**src/sv/lbcg_pkg.sv**
```systemverilog
`default_nettype none

package lbcg_pkg;

    localparam int LED_COUNT_DEF = 8;
    localparam int QUEUE_DEPTH   = 2;
    localparam int STEPS_W       = 16;
    localparam int COLOR_W       = 32;
    localparam int TICK_W        = 32;
    localparam int LED_IDX_W     = 3;
    localparam int CHAN_W        = 8;
    localparam int CHAN_COUNT    = 4;
    // pos * code needs steps bits plus one byte
    localparam int PROD_W        = STEPS_W + CHAN_W;

    typedef enum logic
    {
        CMD_SET  = 1'b0,
        CMD_TICK = 1'b1
    } cmd_t;

    typedef enum logic [1:0]
    {
        F_IDLE,
        F_DIV,
        F_SEND
    } front_state_t;

    typedef enum logic [2:0]
    {
        B_IDLE,
        B_READ,
        B_LOAD,
        B_MUL,
        B_DIV,
        B_OUT
    } back_state_t;

    // classified request handed from front to back
    typedef struct packed
    {
        cmd_t                   kind;
        logic [LED_IDX_W-1:0]   led;
        logic [COLOR_W-1:0]     color;
        logic [STEPS_W-1:0]     steps;
    } lbcg_op_t;

    // per-led state; r and phase track tick mod steps and the half period parity
    typedef struct packed
    {
        logic [COLOR_W-1:0]     color;
        logic [STEPS_W-1:0]     steps;
        logic [TICK_W-1:0]      tick;
        logic [STEPS_W-1:0]     r;
        logic                   phase;
    } lbcg_led_t;

    localparam lbcg_led_t LED_RESET = '{
        color: '0,
        steps: STEPS_W'(1),
        tick:  '0,
        r:     '0,
        phase: 1'b0
    };

endpackage

`default_nettype wire

```
**src/sv/led_breathing_color_generator.sv**
```systemverilog
// RGBW breathing fade for a bank of LED_COUNT leds. A set request (command 0) stores one
// led's GRBW color, derives its half-period step count blink_time / (2 * loop_time) in a
// serial divider, and restarts that led's fade; it yields no result. A tick request
// (command 1) walks every led in order and yields one result per led, with last marking
// the final one. For each led, four serial dividers scale the four byte channels in
// parallel, and a result waits in the output register until it is popped.
// Requests are taken one at a time at the input and pass through a two-entry queue, so
// the next request is taken while a frame is still being produced. loop_time is written
// through cfg_we / cfg_wdata; the user must write it only while the block is idle, which
// the block itself does not enforce; zero acts as one.
`default_nettype none

module led_breathing_color_generator
    import lbcg_pkg::*;
#(
    parameter int LED_COUNT = LED_COUNT_DEF
) (
    input  wire logic                 clk,
    input  wire logic                 rst_n,
    input  wire logic                 cfg_we,
    input  wire logic [15:0]          cfg_wdata,
    input  wire logic                 push,
    output logic                      full,
    input  wire logic                 command,
    input  wire logic [LED_IDX_W-1:0] led_index,
    input  wire logic [COLOR_W-1:0]   color,
    input  wire logic [15:0]          blink_time,
    output logic                      empty,
    input  wire logic                 pop,
    output logic [LED_IDX_W-1:0]      led_number,
    output logic [COLOR_W-1:0]        active_color,
    output logic                      last
);

    lbcg_op_t q_wr_data;
    lbcg_op_t q_rd_data;
    logic     q_push;
    logic     q_full;
    logic     q_pop;
    logic     q_empty;

    lbcg_front #(
        .LED_COUNT (LED_COUNT)
    ) u_front (
        .clk        (clk),
        .rst_n      (rst_n),
        .cfg_we     (cfg_we),
        .cfg_wdata  (cfg_wdata),
        .push       (push),
        .full       (full),
        .command    (command),
        .led_index  (led_index),
        .color      (color),
        .blink_time (blink_time),
        .q_push     (q_push),
        .q_data     (q_wr_data),
        .q_full     (q_full)
    );

    lbcg_fifo u_fifo (
        .clk     (clk),
        .rst_n   (rst_n),
        .push    (q_push),
        .wr_data (q_wr_data),
        .full    (q_full),
        .pop     (q_pop),
        .rd_data (q_rd_data),
        .empty   (q_empty)
    );

    lbcg_back #(
        .LED_COUNT (LED_COUNT)
    ) u_back (
        .clk          (clk),
        .rst_n        (rst_n),
        .q_data       (q_rd_data),
        .q_empty      (q_empty),
        .q_pop        (q_pop),
        .empty        (empty),
        .pop          (pop),
        .led_number   (led_number),
        .active_color (active_color),
        .last         (last)
    );

endmodule

`default_nettype wire

```
**src/sv/lbcg_ram.sv**
```systemverilog
`default_nettype none

module lbcg_ram #(
    parameter int WIDTH = 8,
    parameter int DEPTH = 8
) (
    input  wire logic                                   clk,
    input  wire logic                                   we,
    input  wire logic [(DEPTH > 1 ? $clog2(DEPTH) : 1)-1:0] waddr,
    input  wire logic [WIDTH-1:0]                       wdata,
    input  wire logic [(DEPTH > 1 ? $clog2(DEPTH) : 1)-1:0] raddr,
    output logic      [WIDTH-1:0]                       rdata
);

    logic [WIDTH-1:0] mem_reg [DEPTH];
    logic [WIDTH-1:0] rdata_reg;

    always_ff @(posedge clk)
    begin
        if (we)
        begin
            mem_reg[waddr] <= wdata;
        end
        rdata_reg <= mem_reg[raddr];
    end

    assign rdata = rdata_reg;

endmodule

`default_nettype wire

```
**src/sv/lbcg_div.sv**
```systemverilog
`default_nettype none

module lbcg_div #(
    parameter int NUM_W = 16,
    parameter int DEN_W = 16
) (
    input  wire logic             clk,
    input  wire logic             rst_n,
    input  wire logic             start,
    input  wire logic [NUM_W-1:0] num,
    input  wire logic [DEN_W-1:0] den,
    output logic                  busy,
    output logic      [NUM_W-1:0] quo
);

    localparam int CNT_W = $clog2(NUM_W + 1);

    logic [NUM_W-1:0] work_reg;
    logic [DEN_W-1:0] den_reg;
    logic [DEN_W-1:0] rem_reg;
    logic [CNT_W-1:0] cnt_reg;
    logic             busy_reg;

    logic [DEN_W:0]   trial;
    logic [DEN_W:0]   diff;
    logic             fits;
    logic [DEN_W-1:0] rem_next;

    // restoring division, one quotient bit per cycle shifted into the dividend
    always_comb
    begin
        trial    = {rem_reg, work_reg[NUM_W-1]};
        fits     = trial >= {1'b0, den_reg};
        diff     = trial - {1'b0, den_reg};
        rem_next = fits ? diff[DEN_W-1:0] : trial[DEN_W-1:0];
    end

    always_ff @(posedge clk or negedge rst_n)
    begin
        if (!rst_n)
        begin
            busy_reg <= 1'b0;
            cnt_reg  <= '0;
        end
        else if (start)
        begin
            busy_reg <= 1'b1;
            cnt_reg  <= CNT_W'(NUM_W);
        end
        else if (busy_reg)
        begin
            cnt_reg <= cnt_reg - CNT_W'(1);
            if (cnt_reg == CNT_W'(1))
            begin
                busy_reg <= 1'b0;
            end
        end
    end

    always_ff @(posedge clk)
    begin
        if (start)
        begin
            work_reg <= num;
            den_reg  <= den;
            rem_reg  <= '0;
        end
        else if (busy_reg)
        begin
            work_reg <= {work_reg[NUM_W-2:0], fits};
            rem_reg  <= rem_next;
        end
    end

    assign busy = busy_reg;
    assign quo  = work_reg;

endmodule

`default_nettype wire

```
**src/sv/lbcg_fifo.sv**
```systemverilog
`default_nettype none

module lbcg_fifo
    import lbcg_pkg::*;
(
    input  wire logic     clk,
    input  wire logic     rst_n,
    input  wire logic     push,
    input  wire lbcg_op_t wr_data,
    output logic          full,
    input  wire logic     pop,
    output lbcg_op_t      rd_data,
    output logic          empty
);

    localparam int PTR_W = QUEUE_DEPTH > 1 ? $clog2(QUEUE_DEPTH) : 1;
    localparam int CNT_W = $clog2(QUEUE_DEPTH + 1);

    lbcg_op_t         mem_reg [QUEUE_DEPTH];
    logic [PTR_W-1:0] wr_ptr_reg;
    logic [PTR_W-1:0] rd_ptr_reg;
    logic [CNT_W-1:0] count_reg;

    logic do_push;
    logic do_pop;

    assign full    = count_reg == CNT_W'(QUEUE_DEPTH);
    assign empty   = count_reg == '0;
    assign do_push = push && !full;
    assign do_pop  = pop && !empty;
    assign rd_data = mem_reg[rd_ptr_reg];

    always_ff @(posedge clk or negedge rst_n)
    begin
        if (!rst_n)
        begin
            wr_ptr_reg <= '0;
            rd_ptr_reg <= '0;
            count_reg  <= '0;
        end
        else
        begin
            if (do_push)
            begin
                wr_ptr_reg <= (wr_ptr_reg == PTR_W'(QUEUE_DEPTH - 1)) ? '0
                                                                       : wr_ptr_reg + PTR_W'(1);
            end
            if (do_pop)
            begin
                rd_ptr_reg <= (rd_ptr_reg == PTR_W'(QUEUE_DEPTH - 1)) ? '0
                                                                       : rd_ptr_reg + PTR_W'(1);
            end
            if (do_push && !do_pop)
            begin
                count_reg <= count_reg + CNT_W'(1);
            end
            else if (do_pop && !do_push)
            begin
                count_reg <= count_reg - CNT_W'(1);
            end
        end
    end

    always_ff @(posedge clk)
    begin
        if (do_push)
        begin
            mem_reg[wr_ptr_reg] <= wr_data;
        end
    end

endmodule

`default_nettype wire

```
**src/sv/lbcg_front.sv**
```systemverilog
`default_nettype none

module lbcg_front
    import lbcg_pkg::*;
#(
    parameter int LED_COUNT = LED_COUNT_DEF
) (
    input  wire logic                 clk,
    input  wire logic                 rst_n,
    input  wire logic                 cfg_we,
    input  wire logic [15:0]          cfg_wdata,
    input  wire logic                 push,
    output logic                      full,
    input  wire logic                 command,
    input  wire logic [LED_IDX_W-1:0] led_index,
    input  wire logic [COLOR_W-1:0]   color,
    input  wire logic [15:0]          blink_time,
    output logic                      q_push,
    output lbcg_op_t                  q_data,
    input  wire logic                 q_full
);

    front_state_t state_reg;
    front_state_t state_next;

    logic [15:0]          loop_time_reg;
    cmd_t                 kind_reg;
    logic [LED_IDX_W-1:0] led_reg;
    logic [COLOR_W-1:0]   color_reg;

    logic        accept;
    logic        in_range;
    logic        div_start;
    logic        div_busy;
    logic [15:0] div_quo;
    logic [15:0] lt_eff;

    assign accept   = push && !full;
    assign in_range = 32'(led_index) < LED_COUNT;
    assign lt_eff   = (loop_time_reg == '0) ? 16'd1 : loop_time_reg;

    // steps = blink_time / (2 * loop_time)
    lbcg_div #(
        .NUM_W (16),
        .DEN_W (17)
    ) u_div (
        .clk   (clk),
        .rst_n (rst_n),
        .start (div_start),
        .num   (blink_time),
        .den   ({lt_eff, 1'b0}),
        .busy  (div_busy),
        .quo   (div_quo)
    );

    always_comb
    begin
        state_next = state_reg;
        unique case (state_reg)
            F_IDLE:
            begin
                if (accept)
                begin
                    if (cmd_t'(command) == CMD_TICK)
                    begin
                        state_next = F_SEND;
                    end
                    else if (in_range)
                    begin
                        state_next = F_DIV;
                    end
                end
            end
            F_DIV:
            begin
                if (!div_busy)
                begin
                    state_next = F_SEND;
                end
            end
            F_SEND:
            begin
                if (!q_full)
                begin
                    state_next = F_IDLE;
                end
            end
            default:
            begin
                state_next = F_IDLE;
            end
        endcase
    end

    always_comb
    begin
        full      = 1'b1;
        q_push    = 1'b0;
        div_start = 1'b0;
        unique case (state_reg)
            F_IDLE:
            begin
                full      = 1'b0;
                div_start = accept && cmd_t'(command) == CMD_SET && in_range;
            end
            F_DIV:
            begin
                full = 1'b1;
            end
            F_SEND:
            begin
                q_push = !q_full;
            end
            default:
            begin
                full = 1'b1;
            end
        endcase
    end

    always_comb
    begin
        q_data.kind  = kind_reg;
        q_data.led   = led_reg;
        q_data.color = color_reg;
        q_data.steps = (div_quo == '0) ? STEPS_W'(1) : div_quo;
    end

    always_ff @(posedge clk or negedge rst_n)
    begin
        if (!rst_n)
        begin
            state_reg     <= F_IDLE;
            loop_time_reg <= 16'd1;
        end
        else
        begin
            state_reg <= state_next;
            if (cfg_we)
            begin
                loop_time_reg <= cfg_wdata;
            end
        end
    end

    always_ff @(posedge clk)
    begin
        if (accept)
        begin
            kind_reg  <= cmd_t'(command);
            led_reg   <= led_index;
            color_reg <= color;
        end
    end

endmodule

`default_nettype wire

```
**src/sv/lbcg_back.sv**
```systemverilog
`default_nettype none

module lbcg_back
    import lbcg_pkg::*;
#(
    parameter int LED_COUNT = LED_COUNT_DEF
) (
    input  wire logic                 clk,
    input  wire logic                 rst_n,
    input  wire lbcg_op_t             q_data,
    input  wire logic                 q_empty,
    output logic                      q_pop,
    output logic                      empty,
    input  wire logic                 pop,
    output logic [LED_IDX_W-1:0]      led_number,
    output logic [COLOR_W-1:0]        active_color,
    output logic                      last
);

    localparam int ADDR_W = LED_COUNT > 1 ? $clog2(LED_COUNT) : 1;
    localparam int ENTRY_W = $bits(lbcg_led_t);

    back_state_t state_reg;
    back_state_t state_next;

    logic [ADDR_W-1:0]    led_cnt_reg;
    logic [LED_COUNT-1:0] valid_reg;
    lbcg_led_t            cur_reg;

    logic                 out_valid_reg;
    logic [LED_IDX_W-1:0] out_num_reg;
    logic [COLOR_W-1:0]   out_color_reg;
    logic                 out_last_reg;

    logic                 ram_we;
    logic [ADDR_W-1:0]    ram_waddr;
    lbcg_led_t            ram_wdata;
    logic [ENTRY_W-1:0]   ram_rdata;

    logic                 is_set;
    logic                 slot_free;
    logic                 out_load;
    logic                 at_last;
    logic                 div_start;
    logic [CHAN_COUNT-1:0] lane_busy;
    logic [PROD_W-1:0]    lane_quo [CHAN_COUNT];
    logic [PROD_W-1:0]    lane_prod [CHAN_COUNT];
    logic [STEPS_W-1:0]   pos;
    lbcg_led_t            set_entry;
    lbcg_led_t            upd_entry;
    logic [STEPS_W:0]     r_inc;
    logic                 tick_wrap;
    logic                 half_end;
    logic [COLOR_W-1:0]   shaded;

    assign is_set    = !q_empty && q_data.kind == CMD_SET;
    assign slot_free = !out_valid_reg || pop;
    assign at_last   = led_cnt_reg == ADDR_W'(LED_COUNT - 1);

    lbcg_ram #(
        .WIDTH (ENTRY_W),
        .DEPTH (LED_COUNT)
    ) u_ram (
        .clk   (clk),
        .we    (ram_we),
        .waddr (ram_waddr),
        .wdata (ram_wdata),
        .raddr (led_cnt_reg),
        .rdata (ram_rdata)
    );

    // triangle position
    assign pos = cur_reg.phase ? cur_reg.steps - cur_reg.r : cur_reg.r;

    // one divider lane per byte channel, lane 3 is the top byte
    for (genvar i = 0; i < CHAN_COUNT; i++)
    begin : g_lane
        assign lane_prod[i] = PROD_W'(pos) * PROD_W'(cur_reg.color[i*CHAN_W +: CHAN_W]);

        lbcg_div #(
            .NUM_W (PROD_W),
            .DEN_W (STEPS_W)
        ) u_div (
            .clk   (clk),
            .rst_n (rst_n),
            .start (div_start),
            .num   (lane_prod[i]),
            .den   (cur_reg.steps),
            .busy  (lane_busy[i]),
            .quo   (lane_quo[i])
        );

        assign shaded[i*CHAN_W +: CHAN_W] = lane_quo[i][CHAN_W-1:0];
    end

    // tick advance keeps r = tick mod steps and phase = parity of tick / steps
    always_comb
    begin
        r_inc     = {1'b0, cur_reg.r} + (STEPS_W + 1)'(1);
        tick_wrap = &cur_reg.tick;
        half_end  = r_inc == {1'b0, cur_reg.steps};

        upd_entry       = cur_reg;
        upd_entry.tick  = cur_reg.tick + TICK_W'(1);
        upd_entry.r     = (tick_wrap || half_end) ? '0 : r_inc[STEPS_W-1:0];
        upd_entry.phase = tick_wrap ? 1'b0 : (half_end ? !cur_reg.phase : cur_reg.phase);

        set_entry       = LED_RESET;
        set_entry.color = q_data.color;
        set_entry.steps = q_data.steps;
    end

    always_comb
    begin
        state_next = state_reg;
        unique case (state_reg)
            B_IDLE:
            begin
                if (!q_empty && q_data.kind == CMD_TICK)
                begin
                    state_next = B_READ;
                end
            end
            B_READ:
            begin
                state_next = B_LOAD;
            end
            B_LOAD:
            begin
                state_next = B_MUL;
            end
            B_MUL:
            begin
                state_next = B_DIV;
            end
            B_DIV:
            begin
                if (lane_busy == '0)
                begin
                    state_next = B_OUT;
                end
            end
            B_OUT:
            begin
                if (slot_free)
                begin
                    state_next = at_last ? B_IDLE : B_READ;
                end
            end
            default:
            begin
                state_next = B_IDLE;
            end
        endcase
    end

    always_comb
    begin
        q_pop     = 1'b0;
        ram_we    = 1'b0;
        ram_waddr = led_cnt_reg;
        ram_wdata = upd_entry;
        div_start = 1'b0;
        out_load  = 1'b0;
        unique case (state_reg)
            B_IDLE:
            begin
                q_pop     = is_set;
                ram_we    = is_set;
                ram_waddr = ADDR_W'(q_data.led);
                ram_wdata = set_entry;
            end
            B_READ, B_LOAD, B_DIV:
            begin
                q_pop = 1'b0;
            end
            B_MUL:
            begin
                div_start = 1'b1;
            end
            B_OUT:
            begin
                out_load = slot_free;
                ram_we   = slot_free;
                q_pop    = slot_free && at_last;
            end
            default:
            begin
                q_pop = 1'b0;
            end
        endcase
    end

    always_ff @(posedge clk or negedge rst_n)
    begin
        if (!rst_n)
        begin
            state_reg     <= B_IDLE;
            led_cnt_reg   <= '0;
            valid_reg     <= '0;
            out_valid_reg <= 1'b0;
        end
        else
        begin
            state_reg <= state_next;
            if (ram_we)
            begin
                valid_reg[ram_waddr] <= 1'b1;
            end
            if (state_reg == B_IDLE)
            begin
                led_cnt_reg <= '0;
            end
            else if (out_load && !at_last)
            begin
                led_cnt_reg <= led_cnt_reg + ADDR_W'(1);
            end
            if (out_load)
            begin
                out_valid_reg <= 1'b1;
            end
            else if (pop)
            begin
                out_valid_reg <= 1'b0;
            end
        end
    end

    always_ff @(posedge clk)
    begin
        if (state_reg == B_LOAD)
        begin
            // an entry never written reads as the reset state
            cur_reg <= valid_reg[led_cnt_reg] ? lbcg_led_t'(ram_rdata) : LED_RESET;
        end
        if (out_load)
        begin
            out_num_reg   <= LED_IDX_W'(led_cnt_reg);
            out_color_reg <= (cur_reg.steps <= STEPS_W'(1)) ? cur_reg.color : shaded;
            out_last_reg  <= at_last;
        end
    end

    assign empty        = !out_valid_reg;
    assign led_number   = out_num_reg;
    assign active_color = out_color_reg;
    assign last         = out_last_reg;

endmodule

`default_nettype wire

```
**config.mk**
```make
export PLATFORM = sky130hd
export DESIGN_NAME = led_breathing_color_generator
export DESIGN_NICKNAME = d
export VERILOG_FILES = /design/src/sv/lbcg_pkg.sv /design/src/sv/led_breathing_color_generator.sv /design/src/sv/lbcg_ram.sv /design/src/sv/lbcg_div.sv /design/src/sv/lbcg_fifo.sv /design/src/sv/lbcg_front.sv /design/src/sv/lbcg_back.sv
export SDC_FILE = /design/constraint.sdc
export NUM_CORES = 2
export LEC_CHECK = 0
export BUFFER_PORTS_ARGS = -buffer_cell sky130_fd_sc_hd__buf_2
export CAP_MARGIN = 20
export CORE_MARGIN = 2
export CORE_UTILIZATION = 60
export CTS_CLUSTER_SIZE = 28
export DETAILED_ROUTE_END_ITERATION = 10
export GPL_ROUTABILITY_DRIVEN = 0
export GPL_TIMING_DRIVEN = 0
export PLACE_DENSITY = 0.75
export SLEW_MARGIN = 0
export SYNTH_ARGS = -nofsm -noshare
export SYNTH_HDL_FRONTEND = slang
export SYNTH_HIERARCHICAL = 1
export SYNTH_SLANG_ARGS = --single-unit
export TNS_END_PERCENT = 5
```
**constraint.sdc**
```tcl
create_clock -name clk -period 10.7 [get_ports clk]
set_clock_uncertainty 0.1 [all_clocks]
set_input_delay 0.535 -clock clk [delete_from_list [all_inputs] [get_ports clk]]
set_output_delay 0.535 -clock clk [all_outputs]
set_load 0.005 [all_outputs]
```
# After elaboration in Yosys (flattened, before gate mapping)
# Memories as Yosys holds them, arrays and structs flattened. A register that Yosys moved wholly into a read port is not among the register bits.
# Cells that the tools add are included.
dict set report totals {
  wordCells 217
  latch_bits 0
  romBits 0
  n_memories 2
  regBits 461
  mem_bits_rw 880
}
# name words word_bits rd rd_ports_with_merged_regs wr line_no
set memory_table {}
lappend memory_table {u_back.u_ram.mem_reg 8 97 1 1 1 lbcg_ram.sv:15} ;# logic [WIDTH-1:0] mem_reg [DEPTH];
lappend memory_table {u_fifo.mem_reg 2 52 1 0 1 lbcg_fifo.sv:19} ;# lbcg_op_t mem_reg [QUEUE_DEPTH];
dict set report classes {
  mul 4
  n_mux 81
  n_shift 0
  magnitude_cmp 9
  n_bitwise 3
  n_eq_ne 21
  n_div 0
  reduce_logical 37
  n_addsub 18
}
# operator n
set op_table {}
lappend op_table {{24-bit 2-to-1 mux} 8}
lappend op_table {{16-bit 2-to-1 mux} 9}
lappend op_table {{97-bit 2-to-1 mux} 1}
lappend op_table {{16-bit by 8-bit multiplier with 24-bit output} 4}
lappend op_table {{16-bit subtractor} 5}
lappend op_table {{17-bit by 16-bit >= comparator with 1-bit output} 4}
lappend op_table {{5-bit 2-to-1 mux} 10}
lappend op_table {{1-bit 2-to-1 mux} 33}
lappend op_table {{32-bit by 1-bit adder with 32-bit output, second input constant} 1}
lappend op_table {{16-bit logical NOT} 2}
lappend op_table {{32-bit 2-to-1 mux} 1}
lappend op_table {{32-bit AND reduction} 1}
lappend op_table {{5-bit by 1-bit == test with 1-bit output, second input constant} 5}
lappend op_table {{5-bit by 1-bit subtractor with 5-bit output, second input constant} 5}
lappend op_table {{18-bit by 17-bit >= comparator with 1-bit output} 1}
lappend op_table {{3-bit 2-to-1 mux} 6}
lappend op_table {{3-bit case mux with 6 select lines} 1}
lappend op_table {{16-bit by 1-bit adder with 17-bit output, second input constant} 1}
lappend op_table {{17-bit by 16-bit == test with 1-bit output} 1}
lappend op_table {{17-bit 2-to-1 mux} 1}
lappend op_table {{17-bit subtractor} 1}
lappend op_table {{16-bit by 1-bit less-or-equal comparator with 1-bit output, second input constant} 1}
lappend op_table {{2-bit nonzero test} 8}
lappend op_table {{2-bit 2-to-1 mux} 6}
lappend op_table {{other kinds (26)} 57}

# Depth between registers and ports, before layout
dict set report depth {
  word_depth 8
  depth_mapped 31
}

# Modules after synthesis
# Netlist, hierarchy kept.
# mod n_inst cells_per_inst seq_area_each_um2 area_each_um2
set modules_own_cells {}
lappend modules_own_cells {lbcg_ram 1 1232 25244.2 31122.3}
lappend modules_own_cells {lbcg_back 1 2643 4369.2 24704.9}
lappend modules_own_cells {{lbcg_div at u_back.g_lane[2].u_div ...} 2 317 1671.6 3473.3}
lappend modules_own_cells {{lbcg_div at u_back.g_lane[0].u_div ...} 2 283 1671.6 3308.2}
lappend modules_own_cells {lbcg_fifo 1 181 3223.1 4200.3}
lappend modules_own_cells {{lbcg_div at u_front.u_div} 1 325 1481.4 3326.9}
lappend modules_own_cells {lbcg_front 1 126 1532.7 2000.7}

# Worst setup path after synthesis
# OpenSTA, ideal clock, no wires.
dict set report synth_path {
  path_kind {register to register}
  from {reg u_back.state_reg[1]}
  to {mem u_back/u_ram/mem_reg[0][0] in the netlist's numbering (enable)}
  path_buffers 1
  required_time_ns 9.929
  synth_period_minus_slack_ns 9.184
  t_arrival_ns 8.412
  setup_ns 0.671
  path_slack_ns 1.516
  path_stages_with_launch 7
  path_cell_list {dfrtp_1 -> clkbuf_1 -> nor3_1 -> mux2i_1 -> inv_1 -> nand2b_1 -> nor3_1}
}
dict set report synth_between {
  elab_cells_between_ends 6
  classes_between {1 x eq/ne; 4 x mux; 1 x reduce/logical}
}
# element line_no
set synth_lines {}
lappend synth_lines {{from (decl)} lbcg_back.sv:23} ;# back_state_t state_reg;
lappend synth_lines {{from (signal assigned)} lbcg_back.sv:205} ;# state_reg <= state_next;
lappend synth_lines {{3-bit logical NOT} lbcg_back.sv:165} ;# unique case (state_reg)
lappend synth_lines {{3-bit 2-to-1 mux} lbcg_back.sv:165}
lappend synth_lines {{named net u_back.ram_waddr[2]} lbcg_back.sv:36} ;# logic [ADDR_W-1:0] ram_waddr;
lappend synth_lines {{to (decl)} lbcg_ram.sv:15}
# The timed path passes the listed nets, and every way through them passes these cells.

==> impl_metrics.json <==
{
  "outcome": "finished, final reports clean",
  "coreArea_um2": 131000,
  "ios": 111,
  "clkLatencyLatePin_ns": 0.78,
  "routed-via-count": 48200,
  "dp.cells": 7640,
  "final_cells": 7995,
  "worstMarginPinSlew_ns": 1.20,
  "synthTopCellsByCount": "edfxtp_1, inv_1, fa_1, mux2_2, nor2b_1",
  "vias_per_cell": 6.02,
  "use_met1": 0.377,
  "rsz0062_at_grt": "false",
  "clockBufferDepth": 3,
  "clock_sinks": 1487,
  "grt_overflow": 0,
  "ys_warn_count": 6,
  "maxCapViolations": 0,
  "largest_reg_flops": 776,
  "cp_slowest_cell": "clkbuf_1",
  "cp-end-kind": "register",
  "start_util": 0.603,
  "grt-busiest-layer": "met2",
  "grt_pass1_vias": 49600,
  "crit_required_ns": 11.11,
  "synthXorXnorAreaFrac": 0.0232,
  "synth_mux_area_frac": 0.115,
  "initialDrtViolationCount": 4286,
  "timing.fmax_ghz": 0.101,
  "clockRootBuffer": "clkbuf_16",
  "die_w_um": 367,
  "synth_top_family_by_area": "adder cells",
  "n_fill_cell": 9048,
  "antenna_found_initial": 2,
  "cts_tree": "built",
  "numCtsBuffers": 149,
  "synth_area_leaders": "edfxtp_1, fa_1, mux4_2",
  "synth_cells": 5707,
  "ys_seq_area_frac": 0.539,
  "synth_most_common_cell": "edfxtp_1",
  "drt_pass1_iterations": 5,
  "portBuffers": 109,
  "synth.avg_cell_area_um2": 13.8,
  "syn_area_um2": 78900,
  "cp.arrival_ns": 10.31,
  "synth_edf_count": 1242,
  "synth_compound_area_frac": 0.0531,
  "async_flop_share": 0.0451,
  "hp-class": "in -> reg",
  "setup_viol": 0,
  "grt_use_total": 0.286,
  "max_stage_delay_ns": 0.80,
  "hold_viol": 0,
  "rows": 133,
  "hp-start": "cfg_we",
  "fin_nets": 6814,
  "wl_per_cell_um": 23.8,
  "ys.flop_type": "edfxtp_1",
  "ys_seq_elements": 1487,
  "drive_gt1_frac": 0.176,
  "relSlewSlack": 0.199,
  "worst-setup-path-type": "reg -> reg",
  "startpoint": "u_back/cur_reg[50]",
  "synth-simple-area-share": 0.0931,
  "reg2reg_from": "u_back/cur_reg[50]",
  "htreeDepth": 4,
  "dieArea_um2": 134000,
  "clk_pin_slew_worst_paths_ns": 0.06,
  "use_met3": 0.0567,
  "period_share": 0.925,
  "cp_max_fo": 10,
  "slew_violations": 0,
  "area_growth_pct": 12.4,
  "drt_wl_total_um": 190000,
  "start_kind": "register",
  "fin_crit_ns": 9.90,
  "synth.distinct_cells": 102,
  "grt_use_met2": 0.473,
  "die_y_um": 367,
  "place.detailed.hpwl_um": 129000,
  "yosysTopAreaCellShare": 0.473,
  "drcViolationCount": 0,
  "synth_nets": 6409,
  "synth_adder_area_share": 0.132,
  "grt_pass1_wl_um": 292000,
  "synth_top_cell_by_area": "edfxtp_1",
  "grt_max_degree": 51,
  "path_common_cell": "fa_1",
  "antenna_left": 0
}
[kinds of logic (layout without fill, tap and decap cells)]
logic type	count (synthesis)	after routing
and+or+nand+nor	1352	1352
buffers and inverters	835	1366
muxes	599	599
xor gates and xnor gates	208	208
DFF	1487	1487
other	1	3
AOI/OAI and AO/OA	596	596
adders and majority gates	629	629
[layer usage]
| layer | routed length [um] | vias up |
|---|---|---|
| met3 | 15100 | 365 |
| met1 | 75300 | 24600 |
| met4 | 6930 | 2 |
| met5 | 11 | - |
| met2 | 93000 | 1992 |
| li1 | - | 21200 |
[cell type report]
type | instances | area, um^2 | share of cell area
plain buffers | 277 | 1390 | 0.0157
clock buffers | 216 | 4230 | 0.0477
diodes | 2 | 5.00 | 0.0000564
repair buffers | 254 | 2500 | 0.0282
well taps | 1755 | 2200 | 0.0248
clock inverters | 61 | 756 | 0.00852
inverters | 558 | 2090 | 0.0236
multi-input cells | 3385 | 33000 | 0.372
flip-flops and latches | 1487 | 42500 | 0.480
[path summary, 6_finish.rpt]
check                                                  to  slack (ns)  cells past startpoint
max in group asynchronous     u_back/g_lane[1].u_div/busy        9.69                      3
hold reg to reg                     u_fifo/mem_reg[1][32]        0.35                      0
setup / recovery           u_back/g_lane[3].u_div/quo[23]        0.80                     30
hold / removal                  u_front/loop_time_reg[13]        0.12                      3
setup reg to reg           u_back/g_lane[3].u_div/quo[23]        0.80                     30
min in group asynchronous            u_back/out_valid_reg        0.17                      2
[through the flow]
stage                     setup TNS (ns)  setup WS (ns)  instance area, um^2  hold slack (ns)   util
final                                  0          0.800                88700            0.117  0.677
after global routing                   0          0.463                88700           0.0976  0.677
after CTS                              0          0.947                88700           0.0646  0.677
after detailed placement               0          0.960                82900            0.330  0.633
after global placement          -1788.46          -6.39                81700            0.323  0.624
after floorplan                        0           1.52                78900            0.139      -
[worst max-delay path: cells and delay by family, from the launching register on]
| family | cells | cell delay [ns] |
|---|---|---|
| XOR/XNOR | 2 | 0.28 |
| buffers and inverters | 5 | 1.27 |
| AO/OA/AOI/OAI | 11 | 2.65 |
| AND/OR/NAND/NOR | 4 | 0.60 |
| flip-flops | 1 | 0.79 |
| multiplexers | 2 | 0.93 |
| adder cells (fa/ha/maj) | 6 | 3.00 |
[timing repair]
action | 4_1_cts | 5_1_grt
resized for setup | 0 | 0
buffers inserted | 0 | 0
endpoints found under the hold margin | 110 | 0
hold buffers | 75 | 0
[layout by cell type, fill, tap and decap left out, types with 22 or more instances in the layout]
master and n:
a211oi_1 53, a21o_1 70, a21oi_1 133, a311oi_1 23
a31oi_1 22, and2_1 227, and3_1 29, buf_12 33
buf_2 140, buf_6 48, clkbuf_1 238, clkbuf_16 154
clkinv_2 22, dfrtp_1 66, dfxtp_1 178, dlygate4sd3_1 75
edfxtp_1 1242, fa_1 342, ha_1 287, inv_1 551
mux2_2 312, mux2_4 49, mux2i_1 41, mux4_2 196
nand2_1 240, nand2b_1 71, nand3_1 69, nor2_1 211
nor2b_1 308, nor3_1 44, o21a_1 24, o21ai_0 90
or3_1 27, xnor2_1 120, xor2_1 87
Power is not shown: default switching activity piles up to over one toggle a cycle in this logic, so the estimate is an artifact.
